[src/hdl/dec_pkg.sv]
// Shared types and constants for the debounced event counter.
// Used by dec_regs, dec_core, the top level and its checker; no dependencies.
package dec_pkg;

  localparam int unsigned NUM_SOURCES = 3;
  localparam int unsigned SRC_W       = 2;
  localparam int unsigned OP_W        = 2;
  localparam int unsigned DATA_W      = 32;
  localparam int unsigned ADDR_W      = 4;

  // item opcodes
  localparam logic [OP_W-1:0] OP_EVENT     = 2'd0;
  localparam logic [OP_W-1:0] OP_CLR_COUNT = 2'd1;
  localparam logic [OP_W-1:0] OP_CLR_TIME  = 2'd2;

  // register indexes (byte address = 4 * index)
  localparam logic [1:0] REG_DELAY0 = 2'd0;
  localparam logic [1:0] REG_DELAY1 = 2'd1;
  localparam logic [1:0] REG_DELAY2 = 2'd2;

  localparam logic [DATA_W-1:0] DELAY0_RESET = 32'd50;
  localparam logic [DATA_W-1:0] DELAY1_RESET = 32'd200;
  localparam logic [DATA_W-1:0] DELAY2_RESET = 32'd50;

  typedef struct packed {
    logic [OP_W-1:0]   opcode;
    logic [SRC_W-1:0]  source;
    logic [DATA_W-1:0] now_tick;
  } dec_in_t;

  typedef struct packed {
    logic              counted;
    logic [DATA_W-1:0] event_count;
    logic [DATA_W-1:0] last_time;
  } dec_out_t;

  typedef logic [NUM_SOURCES-1:0][DATA_W-1:0] dec_delays_t;

endpackage

[src/hdl/debounced_event_counter.sv]
// Debounced event counter: input register, update core and result register.
// Depends on dec_pkg, dec_regs and dec_core.
//
// Usage:
//   Items (opcode, source, now_tick) enter on item/item_valid/item_stall; a
//   transfer happens at a clock edge with item_valid high and item_stall low.
//   Each item yields exactly one result (counted, event_count, last_time) on
//   result/result_valid/result_stall, in item order.
//   Each item passes through the input register, and the update then feeds the
//   result register, which loads it unless a stalled result is held there.
//   Throughput is one item per cycle while the result side is not stalled;
//   the subtract, compare and increment lie between the input and result registers.
//   When result_stall is high the result holds and the block keeps one more
//   item in its input register; item_stall rises only when both are full.
//   Synchronous reset clears counters, timestamps, the press flag and both
//   valid flags and restores the delay registers to 50, 200 and 50 ticks.
//   Delay registers are to be written over the APB-style port only while no
//   item is in flight, which the block does not enforce; pready is always high.
module debounced_event_counter
  import dec_pkg::*;
(
  input  logic              clk,
  input  logic              rst,
  input  logic              item_valid,
  output logic              item_stall,
  input  dec_in_t           item,
  output logic              result_valid,
  input  logic              result_stall,
  output dec_out_t          result,
  input  logic              psel,
  input  logic              penable,
  input  logic              pwrite,
  input  logic [ADDR_W-1:0] paddr,
  input  logic [DATA_W-1:0] pwdata,
  output logic [DATA_W-1:0] prdata,
  output logic              pready
);

  dec_delays_t delays;
  dec_in_t     item_q;
  logic        item_q_valid;
  dec_out_t    core_result;
  logic        out_load;
  logic        fire;

  dec_regs u_regs (
    .clk     (clk),
    .rst     (rst),
    .psel    (psel),
    .penable (penable),
    .pwrite  (pwrite),
    .paddr   (paddr),
    .pwdata  (pwdata),
    .prdata  (prdata),
    .pready  (pready),
    .delays  (delays)
  );

  dec_core u_core (
    .clk    (clk),
    .rst    (rst),
    .fire   (fire),
    .item   (item_q),
    .delays (delays),
    .result (core_result)
  );

  assign out_load   = !result_valid || !result_stall;
  assign fire       = item_q_valid && out_load;
  assign item_stall = item_q_valid && !out_load;

  always_ff @(posedge clk) begin
    if (rst) begin
      item_q_valid <= 1'b0;
    end else if (!item_stall) begin
      item_q_valid <= item_valid;
    end
  end

  // hold the input register while the result side is full
  always_ff @(posedge clk) begin
    if (!item_stall && item_valid) begin
      item_q <= item;
    end
  end

  always_ff @(posedge clk) begin
    if (rst) begin
      result_valid <= 1'b0;
    end else if (out_load) begin
      result_valid <= item_q_valid;
    end
  end

  always_ff @(posedge clk) begin
    if (fire) begin
      result <= core_result;
    end
  end

endmodule

[src/hdl/dec_regs.sv]
// Configuration registers: per-source minimum intervals behind an APB-style port.
// Depends on dec_pkg.
module dec_regs
  import dec_pkg::*;
(
  input  logic              clk,
  input  logic              rst,
  input  logic              psel,
  input  logic              penable,
  input  logic              pwrite,
  input  logic [ADDR_W-1:0] paddr,
  input  logic [DATA_W-1:0] pwdata,
  output logic [DATA_W-1:0] prdata,
  output logic              pready,
  output dec_delays_t       delays
);

  logic [1:0] reg_index;
  logic       wr_en;

  assign reg_index = paddr[ADDR_W-1:2];
  assign wr_en     = psel && penable && pwrite;
  assign pready    = 1'b1;

  always_ff @(posedge clk) begin
    if (rst) begin
      delays[0] <= DELAY0_RESET;
      delays[1] <= DELAY1_RESET;
      delays[2] <= DELAY2_RESET;
    end else if (wr_en) begin
      case (reg_index)
        REG_DELAY0: delays[0] <= pwdata;
        REG_DELAY1: delays[1] <= pwdata;
        REG_DELAY2: delays[2] <= pwdata;
        default: ;
      endcase
    end
  end

  always_comb begin
    case (reg_index)
      REG_DELAY0: prdata = delays[0];
      REG_DELAY1: prdata = delays[1];
      REG_DELAY2: prdata = delays[2];
      default:    prdata = '0;
    endcase
  end

endmodule

[src/hdl/dec_core.sv]
// Per-source counters, timestamps and press flag, with the single-pass update logic.
// Depends on dec_pkg.
module dec_core
  import dec_pkg::*;
(
  input  logic        clk,
  input  logic        rst,
  input  logic        fire,
  input  dec_in_t     item,
  input  dec_delays_t delays,
  output dec_out_t    result
);

  logic [NUM_SOURCES-1:0][DATA_W-1:0] counters;
  logic [NUM_SOURCES-1:0][DATA_W-1:0] times;
  logic                               pressed;

  logic              src_ok;
  logic [DATA_W-1:0] cur_count;
  logic [DATA_W-1:0] cur_time;
  logic [DATA_W-1:0] cur_delay;
  logic [DATA_W-1:0] elapsed;
  logic              passed;
  logic [DATA_W-1:0] count_next;
  logic [DATA_W-1:0] time_next;
  logic              pressed_next;
  logic              counted;

  assign src_ok = item.source < SRC_W'(NUM_SOURCES);

  always_comb begin
    cur_count = '0;
    cur_time  = '0;
    cur_delay = '0;
    for (int i = 0; i < NUM_SOURCES; i++) begin
      if (item.source == SRC_W'(i)) begin
        cur_count = counters[i];
        cur_time  = times[i];
        cur_delay = delays[i];
      end
    end
  end

  // wrap-around elapsed time; equal to the delay does not qualify
  assign elapsed = item.now_tick - cur_time;
  assign passed  = elapsed > cur_delay;

  always_comb begin
    count_next   = cur_count;
    time_next    = cur_time;
    pressed_next = pressed;
    counted      = 1'b0;
    case (item.opcode)
      OP_EVENT: begin
        if (item.source == '0) begin
          // source 0 alternates: stamp on press, qualify on release
          if (!pressed) begin
            time_next    = item.now_tick;
            pressed_next = 1'b1;
          end else begin
            if (passed) begin
              count_next = cur_count + 1'b1;
              counted    = 1'b1;
            end
            pressed_next = 1'b0;
          end
        end else if (passed) begin
          count_next = cur_count + 1'b1;
          time_next  = item.now_tick;
          counted    = 1'b1;
        end
      end
      OP_CLR_COUNT: count_next = '0;
      OP_CLR_TIME:  time_next  = '0;
      default: ;
    endcase
  end

  always_comb begin
    if (src_ok) begin
      result.counted     = counted;
      result.event_count = count_next;
      result.last_time   = time_next;
    end else begin
      result = '0;
    end
  end

  always_ff @(posedge clk) begin
    if (rst) begin
      counters <= '0;
      times    <= '0;
      pressed  <= 1'b0;
    end else if (fire && src_ok) begin
      for (int i = 0; i < NUM_SOURCES; i++) begin
        if (item.source == SRC_W'(i)) begin
          counters[i] <= count_next;
          times[i]    <= time_next;
        end
      end
      pressed <= pressed_next;
    end
  end

endmodule

[config.mk]
export PLATFORM = sky130hd
export DESIGN_NAME = debounced_event_counter
export DESIGN_NICKNAME = d
export VERILOG_FILES = /design/src/hdl/dec_pkg.sv /design/src/hdl/debounced_event_counter.sv /design/src/hdl/dec_regs.sv /design/src/hdl/dec_core.sv
export SDC_FILE = /design/constraint.sdc
export NUM_CORES = 1
export LEC_CHECK = 0
export BUFFER_PORTS_ARGS = -buffer_cell sky130_fd_sc_hd__buf_2
export CAP_MARGIN = 5
export CORE_ASPECT_RATIO = 1.2
export CORE_MARGIN = 2
export CORE_UTILIZATION = 35
export DETAILED_ROUTE_END_ITERATION = 10
export PLACE_DENSITY_LB_ADDON = 0.2
export SLEW_MARGIN = 40
export SYNTH_ARGS = -nofsm -noshare
export SYNTH_HDL_FRONTEND = slang
export SYNTH_SLANG_ARGS = --single-unit
[constraint.sdc]
create_clock -name clk -period 7.5 [get_ports clk]
set_input_delay 0.75 -clock clk [delete_from_list [all_inputs] [get_ports clk]]
set_output_delay 0.75 -clock clk [all_outputs]
set_load 0.02 [all_outputs]
==> metrics.txt <==
number of H-tree branching levels=2; part of the total power dissipated in sequential elements=0.446; Cell Chain, Critical Path=buf_12 -> mux2i_1 -> o21ai_0 -> inv_1 -> ha_1 -> a21o_1 -> a21o_1 -> a2111oi_0 -> o311ai_0 -> a21oi_1 -> nor2_1 -> o221a_2 -> xor2_1 -> ha_1 -> nand4_1 -> or2_2 -> nor4_1 -> buf_4 -> nor3_1 -> nand4_1 -> buf_4 -> a2111oi_0 -> xor2_1 -> nor2_1; initial antenna violation count=10; GR Layer Usage met1=0.2642; layer carrying the most global-route usage=met2; DIE WIDTH=roughly 220 um; Worst Setup Slack post-DPL=roughly 0.46 ns; cell total after placement=approximately 3100; clock sinks=approximately 390; Leak Pwr=between 8 and 9 nW; Post-Route Setup TNS=0 ns; layout-stage area growth over the synthesis result=16.25%; slew of the pin with the lowest slew margin=roughly 0.81 ns; number of cells traversed by the worst hold path=1; relative contribution of combinational cells to total power=0.122; Max Clock Skew=around 0.026 ns; count of mapped cells out of synthesis=2261; final worst-path cycle share=0.9205; syn_area_per_cell=a little under 9 um2; number of standard cells in the final layout excluding fillers=about 3100; Antenna diodes=0; post-route design area=0.02279 mm2; RSZ-0062 raised after global routing=false; number of unique standard cell types used by synthesis=64; library cell used as clock root buffer=clkbuf_16; syn nets=about 2400; HPWL Detailed=40290 um; Via density=between 5 and 6; startpoint-to-endpoint class of the critical path=reg2reg; Placed Area=approximately 0.021 mm2; crit start category=flip-flop; worst reg-to-reg path cell count=24; worst skew pair latency=0.59 ns; wire length after detailed routing=approximately 61000 um; # fillers=approximately 5600; startpoint of the tightest hold check path=item[0]; Synth Cell Area=0.01960 mm2; register area share after synthesis=0.4520; total power consumption of the routed design=just over 5 mW; slack of the worst reg-to-reg path=0.60 ns; DR DRC count=0; number of synthesized register bits=about 390; most common cell after layout, fill and taps aside=nand2_1; wire length per cell=between 15 and 20 um; max-slew violation total from the final report=0; total I/O pin count=between 150 and 200; critical path peak fanout=18; Worst Setup End Kind=flip-flop; class of the tightest hold or removal check=in2reg; first-pass GRT wire length=around 96000 um; number of enable flip-flop cells after synthesis=approximately 100; total iterations of the first detailed-routing run=7; CTS tree=yes; Post-synth ARST share=0; clock slew at the register clock pins of the worst setup and hold paths=0.06 ns; Synth Warn #=0; Setup-failing EPs final=0; launching point of the worst reg2reg path=item_q[33]; Worst EP arrival=7.23 ns; total number of vias=around 17000; maximum single-stage delay on the critical path=roughly 0.74 ns; R2R Path End=result[47]; endpoint required time on the critical path=about 8 ns; Die Ht=~260 um; Net Sw Power=~1.3 mW; fraction of final layout cells with drive strength greater than 1=0.1366; gp weighted congestion=roughly 0.84; Worst Slack Setup Final=between 0.5 and 0.6 ns; buffering stage count on the worst path with inverters included=4; post-layout utilization of the core=0.4096; worst IR drop on VDD=~0.24 mV; Fin. Hold Viols=0; Worst Hold Endpoint=item_q[0]; area inside the core boundary=0.05563 mm2; Cell Rows=95; met2 GRT Util=0.3570; number of buffers between clock root and the deepest sink=3; switching power share of the total=0.2641; Antenna Violating Nets Remaining=0; met3 routing resource usage after global routing=0.03790; final layout net count=around 2500; Power per Cell Area=~220 mW/mm2; prevailing post-synth register cell=dfxtp_1; worst hold slack after final layout=~0.34 ns; largest net degree at the start of global routing=around 110; Die Footprint=approximately 0.058 mm2; Critical Path Slowest Stage Cell=edfxtp_1; minimum clock period=just under 7 ns; Clk pwr share=0.431; port buffer count=175; CP top delay family=compound AO/OA/AOI/OAI gates; maximum clock frequency=144.9 MHz; max-cap viol count=0; worst slew margin relative to its limit=0.4616; initial standard-cell utilization of the core=0.3523; Overall Global Routing Usage=0.2092; residual overflow from global routing=0; run status=finished clean; TritonCTS buffer count=43; P_int=about 3.7 mW; violation count after the first detailed-route iteration=about 1100; via count of the first global-routing pass=~17000; commonest cells after routing, fill and taps aside=nand2_1, dfxtp_1, nor2_1
[sequential cells by signal, indices dropped and copies added (netlist names)]
register and count:
result_valid 1, u_regs.delays 96, item_q 36, u_core.times 96, u_core.counters 96, result 65
u_core.pressed 1, item_q_valid 1
[repair_timing]
item                                    in CTS  in global routing
gates resized for setup                      0                  1
endpoints found under the setup margin       0                  2
setup buffers                                0                  3
hold buffers                                 0                  0
[cells in the mapped netlist, drive strengths merged (10+ instances only)]
cell     number  share of area
nand2       395          0.076
dfxtp       291           0.30
nor2        235          0.045
a21oi       190          0.049
o21ai       179          0.046
mux2i       132          0.067
clkbuf      130          0.025
edfxtp      101           0.15
a211oi       84          0.032
ha           64          0.041
xnor2        41          0.018
inv          37         0.0071
nand2b       34          0.011
a21o         32          0.012
buf          28         0.0068
o22ai        26         0.0083
a22oi        25         0.0096
xor2         20         0.0089
nand3        16         0.0041
nand4        16         0.0051
o2bb2ai      15         0.0067
nor3         13         0.0036
a2111oi      12         0.0090
and3         11         0.0035
and2         10         0.0032
nand3b       10         0.0038
[how the worst max path moves through the flow]
stage                from    endpoint  slack (ns)  cells past startpoint
6_report       item_q[33]  result[47]        0.60                     24
5_1_grt        item_q[33]  result[38]        0.05                     23
4_1_cts        item_q[33]  result[57]        0.43                     21
3_5_place_dp   item_q[33]  result[57]        0.46                     21
3_3_place_gp   item_q[33]   result[8]        0.52                     23
2_1_floorplan  item_q[33]  result[57]        0.40                     29
[cells by family after synthesis]
group,count (synthesis),synth area share
xor gates and xnor gates,61,0.02726
AOI/OAI and AO/OA,634,0.2029
DFF,392,0.4520
buffers and inverters,195,0.03875
muxes,134,0.06856
and+or+nand+nor,779,0.1685
adders and majority gates,65,0.04188
other,1,0.0001913
[cell type report]
| type | count | area [um2] | area share |
|---|---|---|---|
| Clock buffer | 65 | 1280 | 0.05617 |
| Clock inverter | 14 | 167.7 | 0.007358 |
| Inverter | 37 | 138.9 | 0.006095 |
| Multi-Input combinational cell | 1674 | 10080 | 0.4424 |
| Sequential cell | 392 | 8859 | 0.3888 |
| Tap cell | 727 | 909.6 | 0.03992 |
| Timing Repair Buffer | 227 | 1350 | 0.05925 |
[metal layers]
layer  share of wire  up-vias
li1                -     8237
met1            0.42     8053
met2            0.49      484
met3           0.054      129
met4           0.031       20
met5          0.0020        -
[power groups by stage]
stage	logic (mW)	clock network (mW)	registers, mW
finish	0.622	2.19	2.26
CTS	0.622	2.25	2.27
global route	0.680	2.33	2.27
detailed placement	0.619	0	2.31
global placement	0.603	0	2.31
floorplan	0.385	0	2.32
(Power assumes the default switching activity.)
